### src/sv/assert_macros.svh
// ----------------------------------------------------------------------------
// Assertion macros
// Shared concurrent assertion forms, clocked on clk and disabled in reset.
// ----------------------------------------------------------------------------
`ifndef ASSERT_MACROS_SVH
`define ASSERT_MACROS_SVH

// cond must never hold at a clock edge
`define CCPF_ASSERT_NEVER(lbl, cond) \
    lbl: assert property (@(posedge clk) disable iff (!rst_n) !(cond)) \
        else $error("ccpf check failed");

// ante implies cons in the same cycle
`define CCPF_ASSERT_IMPLY(lbl, ante, cons) \
    lbl: assert property (@(posedge clk) disable iff (!rst_n) (ante) |-> (cons)) \
        else $error("ccpf check failed");

// ante implies cons in the following cycle
`define CCPF_ASSERT_NEXT(lbl, ante, cons) \
    lbl: assert property (@(posedge clk) disable iff (!rst_n) (ante) |=> (cons)) \
        else $error("ccpf check failed");

`endif

### src/sv/ccpf_pkg.sv
// ----------------------------------------------------------------------------
// ccpf_pkg
// Shared constants, types and the shade lookup for the char cell framebuffer.
// ----------------------------------------------------------------------------
package ccpf_pkg;

    localparam int MAX_WIDTH   = 32;
    localparam int MAX_HEIGHT  = 32;
    localparam int STORE_CELLS = MAX_WIDTH * MAX_HEIGHT;
    localparam int STORE_AW    = $clog2(STORE_CELLS);
    localparam int COL_W       = $clog2(MAX_WIDTH);
    localparam int ROW_W       = $clog2(MAX_HEIGHT);
    localparam int DIM_W       = 6;   // width of frame_width / frame_height

    // input commands
    localparam logic [1:0] CMD_PLOT  = 2'd0;
    localparam logic [1:0] CMD_EMIT  = 2'd1;
    localparam logic [1:0] CMD_CLEAR = 2'd2;

    // back-end operations
    localparam logic [1:0] OP_PLOT  = 2'd0;
    localparam logic [1:0] OP_EMIT  = 2'd1;
    localparam logic [1:0] OP_CLEAR = 2'd2;

    // configuration register indexes
    localparam logic [1:0] CFG_FRAME_WIDTH = 2'd0;
    localparam logic [1:0] CFG_FRAME_HEIGHT = 2'd1;
    localparam logic [1:0] CFG_FULL_CODE   = 2'd2;

    localparam logic [DIM_W-1:0] FRAME_WIDTH_RST  = 6'd32;
    localparam logic [DIM_W-1:0] FRAME_HEIGHT_RST = 6'd32;
    localparam logic [7:0]       FULL_CODE_RST    = 8'd219;

    localparam logic [7:0] FULL_LEVEL   = 8'd255;
    localparam logic [7:0] NEWLINE_CODE = 8'h0A;
    localparam logic [7:0] SPACE_CODE   = 8'h20;
    localparam int         RAMP_STEPS   = 9;

    localparam logic [7:0] SHADE_RAMP [0:7] = '{
        8'h2E, 8'h3A, 8'h2D, 8'h3D, 8'h2B, 8'h2A, 8'h23, 8'h40
    };

    typedef struct packed {
        logic [1:0]          op;
        logic [STORE_AW-1:0] addr;    // cell index for plot, row base for emit
        logic [7:0]          value;
        logic [DIM_W-1:0]    width;   // active width for emit
    } q_entry_t;

    typedef struct packed {
        logic init_busy;
    } back_status_t;

    // level = min(v*9/255, 8): count thresholds 255*k crossed by 9*v
    function automatic logic [7:0] shade_code(input logic [7:0] v,
                                              input logic [7:0] full_code);
        logic [11:0] prod;
        logic [3:0]  level;
        logic [7:0]  code;
        prod  = 12'(v) * 12'(RAMP_STEPS);
        level = 4'd0;
        for (int k = 1; k <= 8; k++)
        begin
            if (prod >= 12'(int'(FULL_LEVEL) * k))
                level = 4'(k);
        end
        if (v == 8'd0)
            code = SPACE_CODE;
        else if (level == 4'd8)
            code = full_code;
        else
            code = SHADE_RAMP[level[2:0]];
        return code;
    endfunction

endpackage

### src/sv/ccpf_queue.sv
// ----------------------------------------------------------------------------
// ccpf_queue
// Two-entry queue decoupling the classifier from the store sequencer.
// ----------------------------------------------------------------------------
`include "assert_macros.svh"

module ccpf_queue (
    input  logic               clk,
    input  logic               rst_n,
    input  logic               push,
    input  ccpf_pkg::q_entry_t push_entry,
    input  logic               pop,
    output logic               head_valid,
    output ccpf_pkg::q_entry_t head_entry,
    output logic               full
);
    import ccpf_pkg::*;

    q_entry_t   ent_reg [0:1];
    logic       wr_ptr_reg;
    logic       wr_ptr_next;
    logic       rd_ptr_reg;
    logic       rd_ptr_next;
    logic [1:0] count_reg;
    logic [1:0] count_next;
    logic       do_pop;

    assign head_valid = (count_reg != 2'd0);
    assign head_entry = ent_reg[rd_ptr_reg];
    assign full       = (count_reg == 2'd2);
    assign do_pop     = pop && head_valid;

    always_comb
    begin
        wr_ptr_next = wr_ptr_reg ^ push;
        rd_ptr_next = rd_ptr_reg ^ do_pop;
        count_next  = count_reg + 2'(push) - 2'(do_pop);
    end

    always_ff @(posedge clk)
    begin
        if (push)
            ent_reg[wr_ptr_reg] <= push_entry;
    end

    always_ff @(posedge clk or negedge rst_n)
    begin
        if (!rst_n)
        begin
            wr_ptr_reg <= 1'b0;
            rd_ptr_reg <= 1'b0;
            count_reg  <= 2'd0;
        end
        else
        begin
            wr_ptr_reg <= wr_ptr_next;
            rd_ptr_reg <= rd_ptr_next;
            count_reg  <= count_next;
        end
    end

    `CCPF_ASSERT_NEVER(a_q_overflow, push && full)

endmodule

### config.mk
export PLATFORM = sky130hd
export DESIGN_NAME = ccpf_queue
export DESIGN_NICKNAME = d
export VERILOG_FILES = /design/src/sv/ccpf_pkg.sv /design/src/sv/ccpf_queue.sv
export VERILOG_INCLUDE_DIRS = /design/src /design/src/sv
export SDC_FILE = /design/constraint.sdc
export NUM_CORES = 1
export LEC_CHECK = 0
export BUFFER_PORTS_ARGS = -buffer_cell sky130_fd_sc_hd__buf_2
export CAP_MARGIN = 20
export CORE_MARGIN = 2
export CORE_UTILIZATION = 55
export DETAILED_ROUTE_END_ITERATION = 10
export HOLD_SLACK_MARGIN = 0.12
export PLACE_DENSITY_LB_ADDON = 0.05
export SLEW_MARGIN = 20
export SYNTH_ARGS = -nofsm -noshare
export SYNTH_HDL_FRONTEND = slang
export SYNTH_SLANG_ARGS = --single-unit
### constraint.sdc
create_clock -name clk -period 2.19 [get_ports clk]
set_input_delay 0.438 -clock clk [delete_from_list [all_inputs] [get_ports clk]]
set_output_delay 0.438 -clock clk [all_outputs]
set_load 0.005 [all_outputs]
==> impl_metrics.py <==
metrics = {
    "place": {
        "gp_congestion": 0.644,
        "placed_cells": 205,
        "place_area_um2": 2510,
        "place_hpwl_um": 2060,
        "io_buffers": 57,
    },
    "yosys": {
        "synthFlopType": "edfxtp_1",
        "synthTopCellsByCount": "edfxtp_1, mux2_4, mux2_2",
        "synth_cell_types": 13,
        "synth_most_common_cell": "edfxtp_1",
        "synth_area_leaders": "edfxtp_1, mux2_4, dfrtp_1",
        "avgSynthCellArea_um2": 22.1,
        "synthesis.area_um2": 2190,
        "syn_inst": 99,
        "synth_top_area_share_pct": 71.4,
        "ys_ff_latch": 56,
        "synth_edf_count": 52,
        "synth_area_leader_cell": "edfxtp_1",
        "yosys_warnings": 0,
        "async_flop_share_pct": 7.14,
        "seq_area_frac_synth_pct": 75.9,
        "synth_nets": 133,
    },
    "cts": {
        "clkTransAtPathRegs_ns": 0.10,
        "numCtsBuffers": 5,
        "clockBufferDepth": 2,
        "cts_root_buf": "clkbuf_8",
        "worstSkewPairLatency_ns": 0.30,
        "cts_tree": "yes",
        "cts-htree-levels": 2,
        "cts_sinks": 56,
    },
    "final_layout": {
        "fillers": 276,
        "layout-drive-gt1-share_pct": 57.8,
        "register_area_um2": 1660,
        "areaGrowthSynthToFinish_pct": 19.6,
        "final_cell_area_um2": 2620,
        "multi_input_area_um2": 460,
        "fin_cells": 214,
        "largest_register_ffs": 52,
        "fin_nets": 199,
        "diodes": 0,
    },
    "critical_path": {
        "worst_ep_required_time_ns": 1.75,
        "startpoint_type": "register",
        "cp.depth": 3,
        "max_stage_delay_ns": 0.37,
        "path_cells": "buf_4 > mux2_2 > buf_2",
        "cp.arrival_ns": 1.42,
        "r2r_cells": 6,
        "path_class": "register to output pin",
        "crit_path_max_fanout": 16,
        "worstPathBufferInverterCount": 2,
        "critPathSlowestCell": "mux2_2",
        "endpoint_kind": "output pin",
        "crit_family": "buffers and inverters",
    },
    "floorplanning": {
        "die_h_um": 67.1,
        "die_width_um": 67.1,
        "die_area_um2": 4500,
        "rows": 22,
        "pin_count": 58,
        "fp.coreArea_um2": 3740,
        "start_util_pct": 58.5,
    },
    "grt": {
        "busiest_layer": "met2",
        "antenna_found_initial": 0,
        "grt_pass1_vias": 979,
        "grt_overflow": 0,
        "grt_max_degree": 27,
        "use_met3_pct": 5.57,
        "grtUsageMet2_pct": 24.9,
        "grt_first_pass_wirelength_um": 4330,
        "met1_usage_pct": 14.2,
        "track_usage_pct": 13.7,
    },
    "drt": {
        "wire_per_inst_um": 13.4,
        "ant_nets": 0,
        "drt_first_pass_iters": 4,
        "via_per_inst": 4.93,
        "routed_wl_um": 2870,
        "drtIter0Drc": 42,
        "drc": 0,
        "via_count": 1055,
    },
    "hold_path": {
        "hold_depth": 1,
        "hp-class": "input port to register",
    },
    "pwr": {
        "power_leakage_uw": 0.00108,
        "vdd_drop_max_uv": 858,
        "p_per_area_nw_per_um2": 1160,
        "p_total_uw": 3050,
    },
    "sta": {
        "hold_violations": 0,
        "tightest_slew_ns": 0.340,
        "rsz0062_at_grt": "no",
        "fmax_mhz": 538,
        "min_period_over_period_pct": 84.8,
        "period_minus_slack_ns": 1.86,
        "setup_viol_count_final": 0,
        "slew_violations": 0,
        "relSlewSlack_pct": 77.3,
        "fin_setup_tns_ns": 0,
        "skew_ns": 0.00424,
    },
    "status": {
        "status": "finished, final reports clean",
    },
    "job": {
        "cap_viol_max_count": 0,
    },
}
[final cells by class]
type / count / share of cell area [%]
Clock buffer: 5 / 2.63
Timing Repair Buffer: 62 / 12.4
Multi-Input combinational cell: 36 / 17.6
Sequential cell: 56 / 63.5
Tap cell: 48 / 2.30
Inverter: 4 / 0.574
Clock inverter: 3 / 0.956
[metal layers]
| layer | share of wire (%) | wire length, um |
|---|---|---|
| met3 | 7.6 | 218 |
| met4 | 0.73 | 21 |
| met5 | 0 | 0 |
| met1 | 35 | 999 |
| met2 | 57 | 1630 |
[power by group]
part	switching (uW)	internal, uW
clock	315	233
combinational	437	565
sequential	67.4	1430
[worst reg2reg max path: cells and delay by family (launching register included)]
family	cells	cell delay (ns)
adders and majority gates	2	0.46
xor gates and xnor gates	2	0.32
AOI/OAI and AO/OA	1	0.23
DFF	1	0.42
buffers and inverters	1	0.04
[final timing paths]
| path | slack, ns | endpoint | start |
|---|---|---|---|
| setup / recovery | 0.33 | head_entry[4] | rd_ptr_reg |
| hold / removal | 0.32 | ent_reg[1][12] | push_entry[12] |
| setup reg to reg | 0.66 | count_reg[1] | count_reg[1] |
| hold reg to reg | 0.54 | count_reg[1] | count_reg[1] |
| max in group asynchronous | 1.61 | rd_ptr_reg | rst_n |
| min in group asynchronous | 0.46 | wr_ptr_reg | rst_n |
[logic make-up (layout without fill, tap and decap cells)]
family / count (synthesis) / count (layout) / share of synthesized area, %
buf+inv: 7 / 74 / 3.03
fa+ha+maj: 4 / 4 / 2.29
compound gates: 1 / 1 / 0.343
xor+xnor: 3 / 3 / 1.20
flops: 56 / 56 / 75.9
mux: 26 / 26 / 16.6
simple gates: 2 / 2 / 0.572
[metrics by stage]
stage	hold WS (ns)	setup slack [ns]	util [%]
global placement	0.251	0.660	67.1
CTS	0.306	0.304	69.9
floorplan	0.142	0.673	-
global route	0.301	0.258	69.9
detailed placement	0.250	0.618	67.1
finish	0.318	0.333	69.9
[repair_timing]
| item | 4_1_cts | 5_1_grt |
|---|---|---|
| setup endpoints to repair | 0 | 0 |
| hold endpoints to repair | 4 | 0 |
| hold buffers | 1 | 0 |
| resized for setup | 0 | 0 |
| buffers inserted | 0 | 0 |
[cell usage in the layout (no fill, tap or decap), drive strengths merged]
| cell | n |
|---|---|
| buf | 61 |
| edfxtp | 52 |
| mux2 | 26 |
| inv | 6 |
| clkbuf | 5 |
| ha | 4 |
| dfrtp | 4 |
| xnor2 | 2 |
| or2 | 1 |
| nor2b | 1 |
| o21a | 1 |
| xor2 | 1 |
| clkinvlp | 1 |
| dlygate4sd3 | 1 |
(Power assumes the default switching activity.)
