==> src/sv/assert_macros.svh <==
// ----------------------------------------------------------------------------
// Assertion macros
// Shared concurrent assertion forms, clocked on clk and disabled in reset.
// ----------------------------------------------------------------------------
`ifndef ASSERT_MACROS_SVH
`define ASSERT_MACROS_SVH

// cond must never hold at a clock edge
`define CCPF_ASSERT_NEVER(lbl, cond) \
    lbl: assert property (@(posedge clk) disable iff (!rst_n) !(cond)) \
        else $error("ccpf check failed");

// ante implies cons in the same cycle
`define CCPF_ASSERT_IMPLY(lbl, ante, cons) \
    lbl: assert property (@(posedge clk) disable iff (!rst_n) (ante) |-> (cons)) \
        else $error("ccpf check failed");

// ante implies cons in the following cycle
`define CCPF_ASSERT_NEXT(lbl, ante, cons) \
    lbl: assert property (@(posedge clk) disable iff (!rst_n) (ante) |=> (cons)) \
        else $error("ccpf check failed");

`endif

==> src/sv/ccpf_pkg.sv <==
// ----------------------------------------------------------------------------
// ccpf_pkg
// Shared constants, types and the shade lookup for the char cell framebuffer.
// ----------------------------------------------------------------------------
package ccpf_pkg;

    localparam int MAX_WIDTH   = 32;
    localparam int MAX_HEIGHT  = 32;
    localparam int STORE_CELLS = MAX_WIDTH * MAX_HEIGHT;
    localparam int STORE_AW    = $clog2(STORE_CELLS);
    localparam int COL_W       = $clog2(MAX_WIDTH);
    localparam int ROW_W       = $clog2(MAX_HEIGHT);
    localparam int DIM_W       = 6;   // width of frame_width / frame_height

    // input commands
    localparam logic [1:0] CMD_PLOT  = 2'd0;
    localparam logic [1:0] CMD_EMIT  = 2'd1;
    localparam logic [1:0] CMD_CLEAR = 2'd2;

    // back-end operations
    localparam logic [1:0] OP_PLOT  = 2'd0;
    localparam logic [1:0] OP_EMIT  = 2'd1;
    localparam logic [1:0] OP_CLEAR = 2'd2;

    // configuration register indexes
    localparam logic [1:0] CFG_FRAME_WIDTH = 2'd0;
    localparam logic [1:0] CFG_FRAME_HEIGHT = 2'd1;
    localparam logic [1:0] CFG_FULL_CODE   = 2'd2;

    localparam logic [DIM_W-1:0] FRAME_WIDTH_RST  = 6'd32;
    localparam logic [DIM_W-1:0] FRAME_HEIGHT_RST = 6'd32;
    localparam logic [7:0]       FULL_CODE_RST    = 8'd219;

    localparam logic [7:0] FULL_LEVEL   = 8'd255;
    localparam logic [7:0] NEWLINE_CODE = 8'h0A;
    localparam logic [7:0] SPACE_CODE   = 8'h20;
    localparam int         RAMP_STEPS   = 9;

    localparam logic [7:0] SHADE_RAMP [0:7] = '{
        8'h2E, 8'h3A, 8'h2D, 8'h3D, 8'h2B, 8'h2A, 8'h23, 8'h40
    };

    typedef struct packed {
        logic [1:0]          op;
        logic [STORE_AW-1:0] addr;    // cell index for plot, row base for emit
        logic [7:0]          value;
        logic [DIM_W-1:0]    width;   // active width for emit
    } q_entry_t;

    typedef struct packed {
        logic init_busy;
    } back_status_t;

    // level = min(v*9/255, 8): count thresholds 255*k crossed by 9*v
    function automatic logic [7:0] shade_code(input logic [7:0] v,
                                              input logic [7:0] full_code);
        logic [11:0] prod;
        logic [3:0]  level;
        logic [7:0]  code;
        prod  = 12'(v) * 12'(RAMP_STEPS);
        level = 4'd0;
        for (int k = 1; k <= 8; k++)
        begin
            if (prod >= 12'(int'(FULL_LEVEL) * k))
                level = 4'(k);
        end
        if (v == 8'd0)
            code = SPACE_CODE;
        else if (level == 4'd8)
            code = full_code;
        else
            code = SHADE_RAMP[level[2:0]];
        return code;
    endfunction

endpackage

==> src/sv/ccpf_front.sv <==
// ----------------------------------------------------------------------------
// ccpf_front
// Classifies accepted items, range-checks coordinates and forms cell addresses.
// ----------------------------------------------------------------------------
module ccpf_front (
    input  logic                       accept,
    input  logic [1:0]                 command,
    input  logic signed [7:0]          x_coord,
    input  logic signed [7:0]          y_coord,
    input  logic [7:0]                 point_intensity,
    input  logic                       intensity_sel,
    input  logic [ccpf_pkg::DIM_W-1:0] act_w,
    input  logic [ccpf_pkg::DIM_W-1:0] act_h,
    output logic                       push,
    output ccpf_pkg::q_entry_t         entry
);
    import ccpf_pkg::*;

    logic                    x_ok;
    logic                    y_ok;
    logic [ROW_W+DIM_W-1:0]  row_prod;
    logic [STORE_AW-1:0]     row_base;

    assign x_ok = !x_coord[7] && (x_coord[6:0] < 7'(act_w));
    assign y_ok = !y_coord[7] && (y_coord[6:0] < 7'(act_h));

    assign row_prod = (ROW_W+DIM_W)'(y_coord[ROW_W-1:0]) * (ROW_W+DIM_W)'(act_w);
    assign row_base = row_prod[STORE_AW-1:0];

    always_comb
    begin
        entry.width = act_w;
        entry.value = intensity_sel ? point_intensity : FULL_LEVEL;
        entry.addr  = row_base;
        entry.op    = OP_CLEAR;
        push        = 1'b0;
        unique case (command)
            CMD_PLOT:
            begin
                entry.op   = OP_PLOT;
                entry.addr = row_base + STORE_AW'(x_coord[COL_W-1:0]);
                push       = accept && x_ok && y_ok;
            end
            CMD_EMIT:
            begin
                entry.op = OP_EMIT;
                push     = accept && y_ok;
            end
            CMD_CLEAR:
            begin
                entry.op = OP_CLEAR;
                push     = accept;
            end
            default:
            begin
                push = 1'b0;   // unused command: nothing to do
            end
        endcase
    end

endmodule

==> config.mk <==
export PLATFORM = sky130hd
export DESIGN_NAME = ccpf_front
export DESIGN_NICKNAME = d
export VERILOG_FILES = /design/src/sv/assert_macros.svh /design/src/sv/ccpf_pkg.sv /design/src/sv/ccpf_front.sv
export SDC_FILE = /design/constraint.sdc
export NUM_CORES = 1
export LEC_CHECK = 0
export BUFFER_PORTS_ARGS = -buffer_cell sky130_fd_sc_hd__buf_2
export CAP_MARGIN = 20
export CORE_ASPECT_RATIO = 1.2
export CORE_MARGIN = 5
export CORE_UTILIZATION = 45
export DETAILED_ROUTE_END_ITERATION = 10
export PLACE_DENSITY = 0.85
export SLEW_MARGIN = 20
export SYNTH_ARGS = -nofsm -noshare
export SYNTH_HDL_FRONTEND = slang
export SYNTH_SLANG_ARGS = --single-unit
==> constraint.sdc <==
create_clock -name vclk -period 5.8
set_input_delay 1.16 -clock vclk [all_inputs]
set_output_delay 1.16 -clock vclk [all_outputs]
set_load 0.05 [all_outputs]
==> results.sh, run 1 <==
export IMPL_status="finished with violations"
export IMPL_violations="negative setup slack"
export IMPL_peakVddDrop_v=0.000413
export IMPL_antenna_found_initial=0
export IMPL_crit_fanout=6
export IMPL_gp_congestion=0.782
export IMPL_tns_ns=-0.0286
export IMPL_worstPathRequired_ns=4.64
export IMPL_relSlewSlack_pct=77.7
export IMPL_dp_hpwl_um=3660
export IMPL_die_h_um=74.2
export IMPL_grt_overflow=0
export IMPL_grtUsageTotal_pct=19.0
export IMPL_register_area_sq_um=0
export IMPL_seq_cells=0
export IMPL_start_kind="primary input"
export IMPL_whs_ns=2.63
export IMPL_setup_ws_ns=-0.0286
export IMPL_floorplan_initialDensity_pct=46.3
export IMPL_drcViolationCount=0
export IMPL_path_cells="buf_8 -> nand2_4 -> fa_1 -> fa_1 -> fa_1 -> inv_2 -> ha_4 -> xor2_4 -> ha_4 -> nor2_2 -> o211ai_1 -> o211ai_4 -> or3_4 -> nor3_4 -> xnor2_4 -> buf_6"
export IMPL_pin_count=67
export IMPL_setup_viol=1
export IMPL_drive_above_1_share_pct=45.5
export IMPL_grt_pass1_wl_um=7450
export IMPL_layout_nets=364
export IMPL_max_stage_delay_ns=0.55
export IMPL_syn_cell_area_sq_mm=0.00155
export IMPL_cp_arrival_ns=4.67
export IMPL_num_vias=1644
export IMPL_final_min_clock_period_ns=5.83
export IMPL_syn2layout_area_growth_pct=52.8
export IMPL_cp_slowest_cell="fa_1"
export IMPL_rows=23
export IMPL_ys_warnings_count=0
export IMPL_worstMarginPinSlew_ns=0.330
export IMPL_rsz0062_at_grt="true"
export IMPL_antenna_cells=0
export IMPL_synth_nets=272
export IMPL_critPathKind="primary input to output port"
export IMPL_grt_pass1_vias=1763
export IMPL_io_buffers=67
export IMPL_ant_nets=0
export IMPL_dr_first_iter_drc_count=45
export IMPL_wl_per_cell_um=14.5
export IMPL_avgSynthCellArea_sq_um=8.27
export IMPL_dieArea_sq_mm=0.00471
export IMPL_hold_class="primary input to output port"
export IMPL_power_leakage_uw=0.00126
export IMPL_cp_common_cell="fa_1"
export IMPL_max_freq_mhz=172
export IMPL_yosys_cell_types_count=36
export IMPL_grt_max_degree=10
export IMPL_multiInputGateArea_sq_mm=0.00162
export IMPL_slew_viol_final=0
export IMPL_first_pass_iters=4
export IMPL_die_x_um=63.5
export IMPL_drv_cap=0
export IMPL_clock_buffer_count=0
export IMPL_drt_wl_total_um=4550
export IMPL_fill_cells=246
export IMPL_vias_per_cell=5.24
export IMPL_cp_end_kind="output port"
export IMPL_ys_seq_area_share_pct=0
export IMPL_finalHoldViolCount=0
export IMPL_core_area_sq_mm=0.00334
export IMPL_synthCells=187
export IMPL_power_density_mw_per_mm2=280
export IMPL_period_share_pct=100
export IMPL_ctsHoldBuffers=0
[critical path: cells and delay by family]
family / cells / cell delay, ns
xor+xnor: 2 / 0.33
simple gates: 4 / 0.68
fa+ha+maj: 5 / 1.94
buf+inv: 3 / 0.31
compound gates: 2 / 0.24
[power by group]
| part | switching, uW | internal [uW] |
|---|---|---|
| logic | 365 | 297 |
| clock network | 0 | 0 |
| registers | 0 | 0 |
| total | 365 | 297 |
[synth_stat cells, drive strengths merged (2+ instances only)]
cell | count | area share (%)
ha | 33 | 27
xnor2 | 12 | 6.8
inv | 18 | 4.4
mux2 | 2 | 1.5
buf | 7 | 3.2
and2 | 22 | 8.9
nor2b | 3 | 1.2
nand2 | 13 | 3.2
a21oi | 9 | 3.2
fa | 12 | 16
xor2 | 6 | 3.4
a21o | 8 | 3.9
a211oi | 2 | 1.3
nor3 | 3 | 1.3
nand2b | 10 | 4.0
o21ai | 3 | 0.97
nor2 | 9 | 2.3
o211ai | 3 | 2.3
[logic make-up (layout without fill, tap and decap cells)]
logic type	count (synthesis)	in the layout	share of synthesized area (%)
and+or+nand+nor	66	66	23.9
adders and majority gates	45	45	42.2
AOI/OAI and AO/OA	30	30	14.4
buffers and inverters	26	116	7.85
xor gates and xnor gates	18	18	10.2
muxes	2	2	1.46
[cells in the final DEF (no fill, tap or decap), types with 2 or more instances in the layout]
cell type	n
buf_4	33
xnor2_1	7
xor2_4	2
fa_1	11
nand2_1	11
nor3_1	2
inv_2	2
buf_2	57
and2_1	22
nor2_2	2
a21oi_1	7
nand2b_1	10
buf_8	2
ha_1	28
nor2_1	7
a21o_1	8
buf_6	5
o211ai_1	2
xor2_1	4
o21ai_0	3
ha_4	5
inv_1	16
nor2b_1	3
mux2_2	2
xnor2_2	4
[path summary, 6_finish.rpt]
path / startpoint / end / slack, ns / cells past startpoint
hold / removal: act_w[1] / entry[1] / 2.63 / 2
setup / recovery: y_coord[2] / entry[23] / -0.03 / 16
[stage by stage]
| stage | worst slack [ns] | cells | area [sq um] | utilization, % | total power, uW |
|---|---|---|---|---|---|
| after detailed placement | -0.343 | 303 | 2120 | 63.5 | 548 |
| after floorplan | -0.0595 | 187 | 1640 | - | 402 |
| final | -0.0286 | 314 | 2360 | 70.8 | 662 |
| after global placement | -0.283 | 303 | 2120 | 63.5 | 532 |
| after CTS | -0.0493 | 313 | 2310 | 69.2 | 622 |
| after global routing | -0.116 | 314 | 2360 | 70.8 | 705 |
[layer usage]
layer	routed length, um	vias up	global-route usage [%]
met5	0	-	0
met4	115	0	3.70
met3	244	11	1.81
met2	2530	57	40.9
met1	1670	771	19.5
li1	-	805	-
[layout make-up]
class | instances | share of cell area [%]
Multi-Input combinational cell | 161 | 68.7
Timing Repair Buffer | 98 | 26.5
Inverter | 18 | 2.86
Tap cell | 37 | 1.96
[what timing repair did]
item	4_1_cts	5_1_grt
pin swaps	22	10
gates resized for setup	25	10
endpoints found under the setup margin	4	4
buffers inserted	10	1
Note: power is estimated with default switching activity, not from simulation.
==> run 2, diff against run 1 <==
Settings changed: BUFFER_PORTS_ARGS -buffer_cell sky130_fd_sc_hd__buf_2 to default, DONT_BUFFER_PORTS from default to 1, PLACE_DENSITY 0.85 to 0.68, SLEW_MARGIN 20 to default.
==> results.sh, run 2 (synthesis gave the netlist of run 1 again) <==
export IMPL_status="completed"
export IMPL_clock_buffer_count=0
export IMPL_crit_fanout=7
export IMPL_vias_per_cell=5.74
export IMPL_seq_cells=0
export IMPL_fin_util_pct=57.4
export IMPL_die_h_um=74.2
export IMPL_power_leakage_uw=0.000950
export IMPL_rsz0062_at_grt="true"
export IMPL_worstPathRequired_ns=4.64
export IMPL_drcViolationCount=0
export IMPL_io_buffers=0
export IMPL_pin_count=67
export IMPL_grtUsageTotal_pct=15.0
export IMPL_dp_hpwl_um=3340
export IMPL_cp_arrival_ns=4.61
export IMPL_final_common_cell="ha_1"
export IMPL_antenna_cells=0
export IMPL_rows=23
export IMPL_total_power_uw=583
export IMPL_syn2layout_area_growth_pct=23.9
export IMPL_pre_cts_ws_ns=-0.142
export IMPL_ant_nets=0
export IMPL_core_area_sq_mm=0.00334
export IMPL_whs_path_depth=0
export IMPL_final_cell_area_sq_mm=0.00192
export IMPL_dr_first_iter_drc_count=93
export IMPL_setup_ws_ns=0.0315
export IMPL_mostFrequentLayoutCells="ha_1, and2_1, buf_4"
export IMPL_min_to="entry[3]"
export IMPL_place_area_sq_mm=0.00182
export IMPL_peakVddDrop_v=0.000258
export IMPL_num_vias=1373
export IMPL_gp_congestion=0.790
export IMPL_relSlewSlack_pct=36.3
export IMPL_die_x_um=63.5
export IMPL_cp_end_kind="output port"
export IMPL_antenna_found_initial=0
export IMPL_power_density_mw_per_mm2=304
export IMPL_wl_per_cell_um=15.5
export IMPL_critPathKind="primary input to output port"
export IMPL_floorplan_initialDensity_pct=46.3
export IMPL_setup_viol=0
export IMPL_register_area_sq_um=0
export IMPL_grt_pass1_wl_um=6070
export IMPL_drive_above_1_share_pct=24.3
export IMPL_final_min_clock_period_ns=5.77
export IMPL_finalHoldViolCount=0
export IMPL_worstMarginPinSlew_ns=0.953
export IMPL_dieArea_sq_mm=0.00471
export IMPL_layout_nets=289
export IMPL_drv_cap=0
export IMPL_ctsHoldBuffers=0
export IMPL_slew_viol_final=0
export IMPL_hold_class="primary input to output port"
export IMPL_max_freq_mhz=173
export IMPL_grt_overflow=0
export IMPL_grt_pass1_vias=1404
export IMPL_grt_max_degree=10
export IMPL_drt_wl_total_um=3710
export IMPL_start_kind="primary input"
export IMPL_first_pass_iters=4
export IMPL_period_share_pct=99.5
export IMPL_hold_start="act_w[3]"
export IMPL_whs_ns=2.32
[run 2: changes by cell type in the layout (fill, tap and decap cells not counted), sizes merged]
cell | before | now
clkbuf | 1 | 0
buf | 97 | 23
[run 2: layer usage]
layer | GRT usage, % | wire [um] | up-vias
met5 | 0 | 0 | -
met4 | 0.924 | 27 | 0
met3 | 1.81 | 243 | 3
met2 | 30.4 | 2170 | 53
met1 | 17.5 | 1270 | 662
li1 | - | - | 655
[run 2: how the worst max path moves through the flow]
| stage | depth (start not counted) | slack [ns] | from | end |
|---|---|---|---|---|
| global placement | 15 | -0.03 | y_coord[4] | entry[23] |
| finish | 15 | 0.03 | y_coord[2] | entry[23] |
| floorplan | 13 | -0.06 | act_w[1] | entry[23] |
| CTS | 15 | 0.003 | act_w[2] | entry[23] |
| global route | 15 | -0.09 | y_coord[2] | entry[23] |
| detailed placement | 15 | -0.14 | y_coord[4] | entry[23] |
[run 2: critical path, cell delays in order]
cell      delay, ns
nand2_8        0.03
fa_1           0.56
fa_1           0.43
fa_1           0.51
inv_2          0.05
ha_4           0.27
xor2_2         0.16
ha_2           0.21
nor2_2         0.05
o211ai_1       0.14
o211ai_4       0.11
or3_4          0.36
nor3_4         0.26
xnor2_4        0.16
buf_12         0.15
[run 2: area by class of cell]
type               count  area, sq um
inverters             18         67.6
repair buffers        23          210
well taps             37         46.3
multi-input cells    161         1590
fillers              298         1420
[run 2: metrics by stage]
step / instances / TNS, ns
finish: 239 / 0
global route: 239 / -0.0881
CTS: 239 / 0
detailed placement: 236 / -0.230
global placement: 236 / -0.0289
floorplan: 187 / -0.0618
[run 2: report_power, final]
part	internal, uW	switching [uW]
registers	0	0
clock network	0	0
logic	263	320
[run 2: repair_timing]
action                                  in CTS  in global routing
buffers inserted                             3                  1
pin swaps                                   14                 13
resized for setup                            3                 10
hold endpoints to repair                     0                  0
endpoints found under the setup margin       3                  3
